**config.mk**
```make
export PLATFORM = sky130hd
export DESIGN_NAME = card_detect_debouncer
export DESIGN_NICKNAME = d
export VERILOG_FILES = /design/src/hdl/cdd_pkg.sv /design/src/hdl/cdd_cfg_regs.sv /design/src/hdl/cdd_engine.sv /design/src/hdl/card_detect_debouncer.sv
export VERILOG_INCLUDE_DIRS = /design/src /design/src/hdl
export SDC_FILE = /design/constraint.sdc
export NUM_CORES = 1
export LEC_CHECK = 0
export BUFFER_PORTS_ARGS = -buffer_cell sky130_fd_sc_hd__buf_2
export CORE_MARGIN = 10
export CORE_UTILIZATION = 25
export DETAILED_ROUTE_END_ITERATION = 7
export GPL_TIMING_DRIVEN = 0
export SETUP_SLACK_MARGIN = 0.5
export SKIP_CTS_REPAIR_TIMING = 1
export SLEW_MARGIN = 20
export SYNTH_ARGS = -nofsm -noshare
export SYNTH_HDL_FRONTEND = slang
export SYNTH_SLANG_ARGS = --single-unit
```
**constraint.sdc**
```tcl
create_clock -name aclk -period 2.7 [get_ports aclk]
set_input_delay 0.135 -clock aclk [delete_from_list [all_inputs] [get_ports aclk]]
set_output_delay 0.135 -clock aclk [all_outputs]
set_load 0.01 [all_outputs]
```
**src/hdl/assert_macros.svh**
```systemverilog
// Assertion macros for the card detect debouncer.
// Simulation builds get concurrent assertions; synthesis builds get nothing.
`ifndef ASSERT_MACROS_SVH
`define ASSERT_MACROS_SVH
`ifndef SYNTHESIS
`define CDD_ASSERT_IMPL(label, clk, rst_n, ante, cons) \
    label: assert property (@(posedge clk) disable iff (!rst_n) (ante) |-> (cons)) \
        else $error("assertion failed: label");
`define CDD_ASSERT_NEXT(label, clk, rst_n, ante, cons) \
    label: assert property (@(posedge clk) disable iff (!rst_n) (ante) |=> (cons)) \
        else $error("assertion failed: label");
`define CDD_ASSERT_RESET(label, clk, rst_n, cons) \
    label: assert property (@(posedge clk) (!rst_n) |=> (cons)) \
        else $error("assertion failed: label");
`else
`define CDD_ASSERT_IMPL(label, clk, rst_n, ante, cons)
`define CDD_ASSERT_NEXT(label, clk, rst_n, ante, cons)
`define CDD_ASSERT_RESET(label, clk, rst_n, cons)
`endif
`endif

```
**src/hdl/cdd_pkg.sv**
```systemverilog
// Shared types and constants for the card detect debouncer.
// No dependencies.
`timescale 1ns / 1ps

package cdd_pkg;

    localparam int COUNT_W = 8;
    localparam int CFG_IDX_W = 8;
    localparam int CFG_DATA_W = 8;

    localparam logic [COUNT_W-1:0] COUNT_MAX = 8'hFF;
    localparam logic [COUNT_W-1:0] THRESHOLD_RESET = 8'd250;

    localparam logic [CFG_IDX_W-1:0] CFG_IDX_THRESHOLD = 8'd0;
    localparam logic [CFG_IDX_W-1:0] CFG_IDX_ACTIVE_LOW = 8'd1;

    localparam logic CMD_TICK = 1'b0;
    localparam logic CMD_READ = 1'b1;

    typedef enum logic [1:0] {
        ST_RELEASED = 2'd0,
        ST_DETECTED = 2'd1,
        ST_JUST_DET = 2'd2,
        ST_JUST_REL = 2'd3
    } status_t;

    typedef struct packed {
        logic [COUNT_W-1:0] threshold;
        logic               active_low;
    } cfg_t;

    typedef struct packed {
        logic in_full;
        logic advance;
    } pipe_state_t;

endpackage

```
**src/hdl/cdd_cfg_regs.sv**
```systemverilog
// Configuration register file: detect threshold and pin polarity.
// Depends on cdd_pkg.
`timescale 1ns / 1ps

module cdd_cfg_regs
    import cdd_pkg::*;
(
    input  logic                  aclk,
    input  logic                  aresetn,
    input  logic                  cfg_valid,
    output logic                  cfg_ready,
    input  logic [CFG_IDX_W-1:0]  cfg_index,
    input  logic [CFG_DATA_W-1:0] cfg_data,
    output cfg_t                  cfg
);

    cfg_t cfg_reg;
    cfg_t cfg_next;

    assign cfg_ready = 1'b1;
    assign cfg      = cfg_reg;

    always_comb begin
        cfg_next = cfg_reg;
        if (cfg_valid) begin
            unique case (cfg_index)
                CFG_IDX_THRESHOLD:  cfg_next.threshold  = cfg_data[COUNT_W-1:0];
                CFG_IDX_ACTIVE_LOW: cfg_next.active_low = cfg_data[0];
                default: ;  // drop writes to unknown registers
            endcase
        end
    end

    always_ff @(posedge aclk) begin
        if (!aresetn) begin
            cfg_reg.threshold  <= THRESHOLD_RESET;
            cfg_reg.active_low <= 1'b0;
        end else begin
            cfg_reg <= cfg_next;
        end
    end

endmodule

```
**src/hdl/cdd_engine.sv**
```systemverilog
// Input register, debounce count and presence status update, result register.
// Depends on cdd_pkg.
`timescale 1ns / 1ps

module cdd_engine
    import cdd_pkg::*;
(
    input  logic        aclk,
    input  logic        aresetn,
    input  cfg_t        cfg,
    input  logic        s_valid,
    output logic        s_ready,
    input  logic        s_command,
    input  logic        s_pin_level,
    output logic        m_valid,
    input  logic        m_ready,
    output logic [1:0]  m_status,
    output logic        m_card_removed,
    output pipe_state_t pipe
);

    logic               in_valid_reg, in_valid_next;
    logic               in_cmd_reg;
    logic               in_pin_reg;
    logic               out_valid_reg, out_valid_next;
    status_t            out_status_reg;
    logic               out_removed_reg;
    logic [COUNT_W-1:0] count_reg, count_next;
    status_t            status_reg, status_next;
    status_t            shown;
    logic               removed;
    logic               advance;
    logic               active;
    logic [COUNT_W-1:0] count_inc;

    assign advance = in_valid_reg && (!out_valid_reg || m_ready);
    assign s_ready = !in_valid_reg || advance;

    always_comb begin
        in_valid_next = in_valid_reg;
        if (s_valid && s_ready) begin
            in_valid_next = 1'b1;
        end else if (advance) begin
            in_valid_next = 1'b0;
        end
    end

    always_comb begin
        out_valid_next = out_valid_reg;
        if (advance) begin
            out_valid_next = 1'b1;
        end else if (m_ready) begin
            out_valid_next = 1'b0;
        end
    end

    assign active    = in_pin_reg ^ cfg.active_low;
    assign count_inc = (count_reg == COUNT_MAX) ? count_reg : count_reg + 1'b1;

    always_comb begin
        count_next  = count_reg;
        status_next = status_reg;
        removed     = 1'b0;
        if (in_cmd_reg == CMD_READ) begin
            if (status_reg == ST_JUST_DET) begin
                status_next = ST_DETECTED;
            end else if (status_reg == ST_JUST_REL) begin
                status_next = ST_RELEASED;
            end
        end else if (active) begin
            if (count_reg == cfg.threshold) begin
                // an unread release blocks detection; retry on the next tick
                if (status_reg != ST_JUST_REL) begin
                    status_next = ST_JUST_DET;
                    count_next  = count_inc;
                end
            end else begin
                count_next = count_inc;
            end
        end else begin
            removed = (count_reg != '0);
            if (status_reg == ST_DETECTED) begin
                status_next = ST_JUST_REL;
            end else if (status_reg != ST_JUST_REL) begin
                status_next = ST_RELEASED;
            end
            count_next = '0;
        end
        // a read shows the status before its update, a tick after
        shown = (in_cmd_reg == CMD_READ) ? status_reg : status_next;
    end

    always_ff @(posedge aclk) begin
        if (!aresetn) begin
            in_valid_reg  <= 1'b0;
            out_valid_reg <= 1'b0;
            count_reg     <= '0;
            status_reg    <= ST_RELEASED;
        end else begin
            in_valid_reg  <= in_valid_next;
            out_valid_reg <= out_valid_next;
            if (advance) begin
                count_reg  <= count_next;
                status_reg <= status_next;
            end
        end
    end

    always_ff @(posedge aclk) begin
        if (s_valid && s_ready) begin
            in_cmd_reg <= s_command;
            in_pin_reg <= s_pin_level;
        end
        if (advance) begin
            out_status_reg  <= shown;
            out_removed_reg <= removed;
        end
    end

    assign m_valid        = out_valid_reg;
    assign m_status       = out_status_reg;
    assign m_card_removed = out_removed_reg;
    assign pipe.in_full   = in_valid_reg;
    assign pipe.advance   = advance;

endmodule

```
**src/hdl/card_detect_debouncer.sv**
```systemverilog
// Top level of the card detect debouncer.
// Depends on cdd_pkg, cdd_cfg_regs, cdd_engine and assert_macros.svh.
//
// Usage:
//   Input channel (s_valid/s_ready): one beat is a tick with a pin sample
//   (s_command = 0) or a status read (s_command = 1).
//   Result channel (m_valid/m_ready): one beat per input beat, carrying the
//   presence status and the removal flag.
//   Config channel (cfg_valid/cfg_ready): index 0 sets the detect threshold,
//   index 1 the pin polarity; other indexes are ignored. Always ready; write
//   only while no beat is in flight.
//
// An input beat is held in the input register, then passes through the status
// update into the result register. Throughput is one beat per cycle while the
// receiver holds m_ready high, set by the count and status update.
// When the receiver stalls, the result register holds and the input register
// still takes one more beat; after that s_ready drops until m_ready returns.
// Reset clears the valid flags of both pipeline registers, the count and the
// status (released), and restores threshold 250 and active-high polarity.
`timescale 1ns / 1ps
`include "assert_macros.svh"

module card_detect_debouncer
    import cdd_pkg::*;
(
    input  logic                  aclk,
    input  logic                  aresetn,
    input  logic                  cfg_valid,
    output logic                  cfg_ready,
    input  logic [CFG_IDX_W-1:0]  cfg_index,
    input  logic [CFG_DATA_W-1:0] cfg_data,
    input  logic                  s_valid,
    output logic                  s_ready,
    input  logic                  s_command,
    input  logic                  s_pin_level,
    output logic                  m_valid,
    input  logic                  m_ready,
    output logic [1:0]            m_status,
    output logic                  m_card_removed
);

    cfg_t        cfg;
    pipe_state_t pipe;

    cdd_cfg_regs u_cfg_regs (
        .aclk      (aclk),
        .aresetn   (aresetn),
        .cfg_valid (cfg_valid),
        .cfg_ready (cfg_ready),
        .cfg_index (cfg_index),
        .cfg_data  (cfg_data),
        .cfg       (cfg)
    );

    cdd_engine u_engine (
        .aclk           (aclk),
        .aresetn        (aresetn),
        .cfg            (cfg),
        .s_valid        (s_valid),
        .s_ready        (s_ready),
        .s_command      (s_command),
        .s_pin_level    (s_pin_level),
        .m_valid        (m_valid),
        .m_ready        (m_ready),
        .m_status       (m_status),
        .m_card_removed (m_card_removed),
        .pipe           (pipe)
    );

    `CDD_ASSERT_RESET(a_reset_empty, aclk, aresetn, !m_valid && s_ready)
    `CDD_ASSERT_NEXT(a_advance_fills_out, aclk, aresetn, pipe.advance, m_valid)
    `CDD_ASSERT_IMPL(a_full_stall_blocks, aclk, aresetn,
        m_valid && !m_ready && pipe.in_full, !s_ready)
    `CDD_ASSERT_IMPL(a_removed_status, aclk, aresetn, m_valid && m_card_removed,
        m_status == ST_RELEASED || m_status == ST_JUST_REL)

endmodule

```
# After elaboration in Yosys (flattened, before gate mapping)

Index checks and enable logic that the tools add are counted.
W data, S select, Z words.

Flip-flop bits (word level): 26
Word-level logic and storage cells: 52
Output and inout bits: 6

Reductions and logical operators: 14
Add/sub/neg operators: 1
Equal/unequal tests: 8
Muxes and demuxes: 17
Bitwise gates (word level): 2

Operators by type and width:

| cell                  | number |
|---|---|
| $mux W8               | 4 |
| $mux W2               | 9 |
| $add A8 B1 Y8 const B | 1 |
| $eq A8 B1 Y1 const B  | 1 |
| $eq A8 B8 Y1          | 1 |
| $eq A8 B8 Y1 const B  | 1 |
| $logic_not A8 Y1      | 1 |
| $reduce_bool A8 Y1    | 1 |
| $eq A2 B2 Y1 const B  | 2 |
| $mux W1               | 4 |
| $reduce_and A2 Y1     | 2 |
| $reduce_bool A2 Y1    | 2 |
| $ne A3 B3 Y1 const B  | 1 |
| $reduce_and A3 Y1     | 1 |
| $eq A2 B1 Y1 const B  | 1 |
| $logic_and A1 B1 Y1   | 2 |
| $logic_not A1 Y1      | 2 |
| $logic_or A1 B1 Y1    | 2 |
| $ne A2 B2 Y1 const B  | 1 |
| $reduce_or A2 Y1      | 1 |
| $not A1 Y1            | 1 |
| $xor A1 B1 Y1         | 1 |

# Depth between registers and ports, before layout

Gate-level depths: netlist (run 1).

Word-level depth: 6
Mapped depth: 7

# Hierarchy

A second synthesis (run 1) with hierarchy kept.

Cell total of the unflattened synthesis: 170
Area, all modules: 1565.3 µm²

Modules (own cells, without submodules):

| module       | area each (µm²) | cells an instance | instances |
|---|---|---|---|
| cdd_engine   | 1133.6          | 122               | 1 |
| cdd_cfg_regs | 431.7           | 48                | 1 |

# Least setup slack after synthesis (run 1)

No wires, ideal clock.

Kind: register to register
From: register u_engine.count_reg[4]
To: register u_engine.out_status_reg[0], in the netlist u_engine.m_status[0] (data pin)
Arrival time: 1.460 ns
Clock period less this slack: 1.721 ns
Stages on the path, launching flop included: 6
Slack: 0.979 ns
Cells stage by stage: dfxtp_1 xnor2_1 nand4_1 or2_1 mux2_2 o32a_1

Word-level cells in the longest chain between the ends: 5

Ends and longest elaborated chain:

| item                        | line              | text |
|---|---|---|
| from (decl)                 | cdd_engine.sv:28  | `logic [COUNT_W-1:0] count_reg, count_next;` |
| from (signal assigned)      | cdd_engine.sv:103 | `count_reg <= count_next;` |
| $eq A8 B8 Y1                | cdd_engine.sv:71  | `if (count_reg == cfg.threshold) begin` |
| $mux W2                     | cdd_engine.sv:71  |  |
| $mux W2                     | cdd_engine.sv:70  | `end else if (active) begin` |
| $mux W2                     | cdd_engine.sv:64  | `if (in_cmd_reg == CMD_READ) begin` |
| $mux W2                     | cdd_engine.sv:90  | `shown = (in_cmd_reg == CMD_READ) ? status_reg : status_next;` |
| named net u_engine.shown[0] | cdd_engine.sv:30  | `status_t shown;` |
| to (signal assigned)        | cdd_engine.sv:115 | `out_status_reg <= shown;` |
| to (decl)                   | cdd_engine.sv:26  | `status_t out_status_reg;` |

The timed path passes the listed nets, and every way through them passes these cells.
A chain may end at the register's enable or synchronous reset.

# Worst setup path in the final report (run 1)

Same ends and word-level chain as after synthesis.

==> impl_metrics.toml, run 1 <==
[sta]
worst_pin_slew_ns = 0.875
finalSetupTns_ns = 0
setup_violations = 0
min_period_ns = 1.95
fin_skew_ns = 0.00276
max_slew_margin_pct = 40.9
slew_violations = 0
rsz0062_at_grt = "no"
fmax_ghz = 0.513
finalCritPeriodShare_pct = 72.2
hold_viol_final = 0
setup_ws_ns = 0.752

[yosys]
synthFlopType = "dfxtp_1"
synth_edf_count = 5
synthArstFlopShare_pct = 0
synthTopCellsByArea = "dfxtp_1 29%, edfxtp_1 10%, mux2i_1 9.5%"
ys_ff_latch = 26
synth.net_count = 184
syn-cell-area_sq_um = 1470
yosysWarnings = 0
synthTopCellsByCount = "21 x dfxtp_1, 18 x nand2_1, 14 x mux2i_1"
synth-seq-area-share_pct = 38.8
synth_area_per_cell_sq_um = 9.48
yosysMostFrequentCell = "dfxtp_1"
yosysTopAreaCell = "dfxtp_1"
synth_top_area_share_pct = 28.6
syn_inst = 155
ys_types = 44

[die]
die_area_sq_um = 9340
die_h_um = 96.7
start_util_pct = 26.2
rows = 27
core_area_sq_um = 5610
pin_count = 29
dieWidth_um = 96.7

[global_routing]
antenna_found_initial = 0
grt_first_pass_wirelength_um = 5660
grt_pass1_vias = 1191
grt_start_max_net_pins = 16
grt_usage_pct = 6.97
grt_overflow = 0

[clock_network]
cts_buffers = 3
htreeDepth = 1
clock_latency_ns = 0.27
clk_pin_slew_worst_paths_ns = 0.09
cts_tree = "built"
cts-root-buf = "clkbuf_8"
cts_sinks = 26
clock_path_buffers = 2

[setup_path]
cp-end-kind = "flip-flop"
cp.required_ns = 2.73
cpMaxStageDelayCell = "dfxtp_1"
crit_arrival_ns = 1.98
cp_max_fo = 7
worstPathCellList = "xnor2_1, nand4_1, or2_1, mux2_2, o32a_1"
setup.worst_path.class = "flip-flop to flip-flop"
max_stage_delay_ns = 0.45
startpoint_type = "flip-flop"

[layout]
fill_cells = 635
largest_register_ffs = 9
syn_to_final_growth_pct = 19.8
drive_gt1_share_pct = 23.1
antenna_cells = 0
nets = 216

[pwr]
comb_power_share_pct = 9.3
p_sw_share_pct = 22.2
ir_drop_v = 0.000186
power_density_nw_per_um2 = 437
sequentialPowerShare_pct = 53.5
p_sw_mw = 0.171
clockPowerShare_pct = 37.3
p_int_mw = 0.598
leakage_nw = 0.635

[route]
vias_per_cell = 4.67
drcViolationCount = 0
drt_iter0_drc = 48
totalWireLength_um = 3230
final_antenna_net_count = 0
firstDrtPassIters = 5
routed-via-count = 1206
avgRoutedWirePerCell_um = 12.5

[placed_design]
gp_congestion = 0.792
pre_cts_ws_ns = 0.768
numPortBuffers = 27
dpl.hpwl_um = 2590

[run]
drv_cap = 0

[run_status]
outcome = "finished, final reports clean"

[min_path]
min_path_type = "primary input to flip-flop"
## placed cells by master (no fill, tap or decap), types with 2 or more instances in the layout
| master | instances |
|---|---|
| buf_2 | 28 |
| dfxtp_1 | 21 |
| nand2_1 | 18 |
| mux2i_1 | 14 |
| xnor2_1 | 8 |
| a21oi_1 | 7 |
| nand3_1 | 6 |
| ha_1 | 6 |
| inv_1 | 5 |
| nor2b_1 | 5 |
| nor2_1 | 5 |
| nand4_1 | 5 |
| or3_1 | 5 |
| o21ai_0 | 5 |
| edfxtp_1 | 5 |
| and2_1 | 3 |
| clkbuf_1 | 3 |
| or4_1 | 3 |
| clkbuf_8 | 3 |
| nor4b_1 | 2 |
| o31ai_1 | 2 |
| nand2b_1 | 2 |
| o211ai_1 | 2 |
## cell families (layout without fill, tap and decap cells)
logic type      count (synthesis)  after routing  synth area share, %
compound gates                 22             22                 9.37
xor+xnor                       10             10                 6.99
fa+ha+maj                       6              6                 5.11
buf+inv                        11             42                 3.66
flops                          26             26                 38.8
mux                            15             15                 10.3
other cells                     1              1                0.255
simple gates                   64             64                 25.5
## path summary, 6_finish.rpt
kind                    startpoint                   end  slack [ns]  cells past startpoint
min                    s_pin_level   u_engine.in_pin_reg        0.03                      1
max reg2reg  u_engine.count_reg[4]  u_engine.m_status[0]        0.75                      5
max          u_engine.count_reg[4]  u_engine.m_status[0]        0.75                      5
min reg2reg      u_cfg_regs.cfg[8]     u_cfg_regs.cfg[8]        0.50                      2
## final cells by class
class / count / area [sq um] / share of cell area (%)
Sequential cell: 26 / 571 / 32.4
Tap cell: 72 / 90.1 / 5.12
Clock buffer: 4 / 66.3 / 3.77
Inverter: 5 / 18.8 / 1.07
Multi-Input combinational cell: 118 / 845 / 48.0
Timing Repair Buffer: 27 / 135 / 7.68
Buffer: 6 / 35.0 / 1.99
## stage by stage
stage | area (sq um) | power [mW] | instances | util, % | hold slack (ns)
after floorplan | 1470 | 0.461 | 155 | - | 0.234
after global placement | 1690 | 0.490 | 254 | 30.2 | 0.314
after detailed placement | 1690 | 0.492 | 254 | 30.2 | 0.314
after CTS | 1760 | 0.779 | 258 | 31.4 | 0.0265
after global routing | 1760 | 0.806 | 258 | 31.4 | 0.0216
final | 1760 | 0.769 | 258 | 31.4 | 0.0323
## per-layer routing
metal | vias to the layer above | wire [um] | track usage [%]
met5 | - | 0 | 0
met1 | 578 | 1500 | 8.64
met4 | 0 | 14 | 2.03
met3 | 2 | 105 | 1.70
li1 | 609 | - | -
met2 | 17 | 1610 | 11.6
## critical path, delay by kind of cell (launching register included)
family | cells | cell delay [ns]
AND/OR/NAND/NOR | 2 | 0.55
flip-flops | 1 | 0.45
AO/OA/AOI/OAI | 1 | 0.29
multiplexers | 1 | 0.27
XOR/XNOR | 1 | 0.15
## power by group through the flow
stage / clock, mW / sequential, mW / combinational (mW)
after floorplan: 0 / 0.420 / 0.0406
after global placement: 0 / 0.420 / 0.0699
after detailed placement: 0 / 0.420 / 0.0716
after CTS: 0.296 / 0.411 / 0.0720
after global routing: 0.313 / 0.413 / 0.0807
final: 0.287 / 0.411 / 0.0711
(Power assumes the default switching activity.)
==> run 2: changes to the inputs <==
==> constraint.sdc (replaced) <==
create_clock -name aclk -period 1.7 [get_ports aclk]
set_input_delay 0.085 -clock aclk [delete_from_list [all_inputs] [get_ports aclk]]
set_output_delay 0.085 -clock aclk [all_outputs]
set_load 0.01 [all_outputs]
==> run 2 against run 1 <==
  * The run now ends with setup timing left
  * Wire length grew 6.2%
  * Die area is the same
  * Clock power grew 29%
  * Non-clock buffer count grew 12
  * Clock skew grew 0.0091 ns
  * Total power grew 53%
  * Combinational power grew 120%
  * Sequential share of layout area shrank 3.1 points
  * Critical path depth is the same
==> impl_metrics.toml, run 2 (synthesized netlist as in run 1, its figures left out) <==
[run_status]
violations = "setup timing"
outcome = "finished with violations"

[placed_design]
dp.cells = 254
dpl.hpwl_um = 2560
numPortBuffers = 27
gp_congestion = 0.808

[die]
pin_count = 29
dieWidth_um = 96.7
start_util_pct = 26.2
die_h_um = 96.7
core_area_sq_um = 5610
rows = 27
die_area_sq_um = 9340

[route]
avgRoutedWirePerCell_um = 12.7
firstDrtPassIters = 4
vias_per_cell = 4.53
routed-via-count = 1222
final_antenna_net_count = 0
drt_iter0_drc = 13
totalWireLength_um = 3430
drcViolationCount = 0

[global_routing]
grt_start_max_net_pins = 15
antenna_found_initial = 0
grt_pass1_vias = 1144
grt_first_pass_wirelength_um = 5290
grt_usage_pct = 6.66
grt_overflow = 0

[sta]
slew_violations = 0
min_period_ns = 1.82
hold_viol_final = 0
rsz0062_at_grt = "yes"
fin_skew_ns = 0.0119
finalCritPeriodShare_pct = 107
setup_violations = 2
worst_pin_slew_ns = 0.616
max_slew_margin_pct = 58.5
setup_ws_ns = -0.123
hold_slack_ns = 0.0258
fmax_ghz = 0.549

[layout]
largest_register_ffs = 9
layout_commonest_cell = "buf_2"
antenna_cells = 0
fin_cells = 270
syn_to_final_growth_pct = 36.8
nets = 228
drive_gt1_share_pct = 40.9
layout_common_cells = "26 x buf_2, 16 x nand2_1, 13 x mux2i_1, 11 x dfxtp_1, 10 x buf_4"

[setup_path]
crit_arrival_ns = 1.86
r2r_start = "u_engine.count_reg[5]"
cp_max_fo = 6
cp-end-kind = "flip-flop"
crit_start = "u_engine.count_reg[5]"
startpoint_type = "flip-flop"
cp.required_ns = 1.74
setup.worst_path.class = "flip-flop to flip-flop"

[clock_network]
cts_sinks = 26
clock_path_buffers = 2
clock_latency_ns = 0.28
cts-root-buf = "clkbuf_8"
cts_buffers = 3
cts_tree = "built"
clk_pin_slew_worst_paths_ns = 0.10
htreeDepth = 1

[min_path]
min_path_type = "primary input to flip-flop"
min_from = "cfg_data[7]"

[pwr]
ir_drop_v = 0.000261
leakage_nw = 0.740
power_density_nw_per_um2 = 585

[run]
drv_cap = 0
-- run 2: cell count changes in the layout (fill, tap and decap cells not counted), moves of 3 or more --
| cell | delta |
|---|---|
| dfxtp_2 | +8 |
| dfxtp_1 | -10 |
| nor2_1 | -3 |
| buf_6 | +3 |
| buf_4 | +9 |
-- run 2: critical path: stages (launching register included) --
cell     delay (ns)
dfxtp_2        0.40
xnor2_1        0.13
nand4_1        0.21
or2_4          0.30
mux2_4         0.26
o32a_1         0.28
-- run 2: worst paths after layout --
path | end | slack [ns] | cells after the start
setup reg to reg | u_engine.m_status[0] | -0.12 | 5
hold reg to reg | u_engine.count_reg[6] | 0.50 | 2
hold / removal | u_cfg_regs.cfg[8] | 0.03 | 3
setup / recovery | u_engine.m_status[0] | -0.12 | 5
-- run 2: final cells by class --
cell class / instances / area, sq um
plain buffers: 6 / 51.3
clock buffers: 4 / 45.0
fillers: 592 / 3600
inverters: 5 / 18.8
multi-input cells: 118 / 976
flip-flops and latches: 26 / 588
well taps: 72 / 90.1
repair buffers: 39 / 240
-- run 2: routing by layer --
metal	GRT usage, %	wire [um]
met1	7.81	1560
met3	1.77	92
met2	11.1	1740
met4	2.71	42
met5	0	0
-- run 2: power breakdown --
group          switching (mW)  internal, mW  leakage, nW
Clock                   0.201         0.168       0.0228
Sequential            0.00994         0.639        0.224
Combinational          0.0771        0.0795        0.493
-- run 2: stage by stage --
| step | cell area [sq um] | total power, mW | utilization (%) | setup TNS [ns] | setup WS [ns] |
|---|---|---|---|---|---|
| global route | 2010 | 1.24 | 35.8 | -0.651 | -0.190 |
| finish | 2010 | 1.17 | 35.8 | -0.179 | -0.123 |
| global placement | 1750 | 0.788 | 31.3 | -0.755 | -0.163 |
| CTS | 1800 | 1.16 | 32.1 | -1.12 | -0.176 |
| detailed placement | 1750 | 0.791 | 31.3 | -0.758 | -0.171 |
| floorplan | 1530 | 0.741 | - | 0 | 0.00798 |
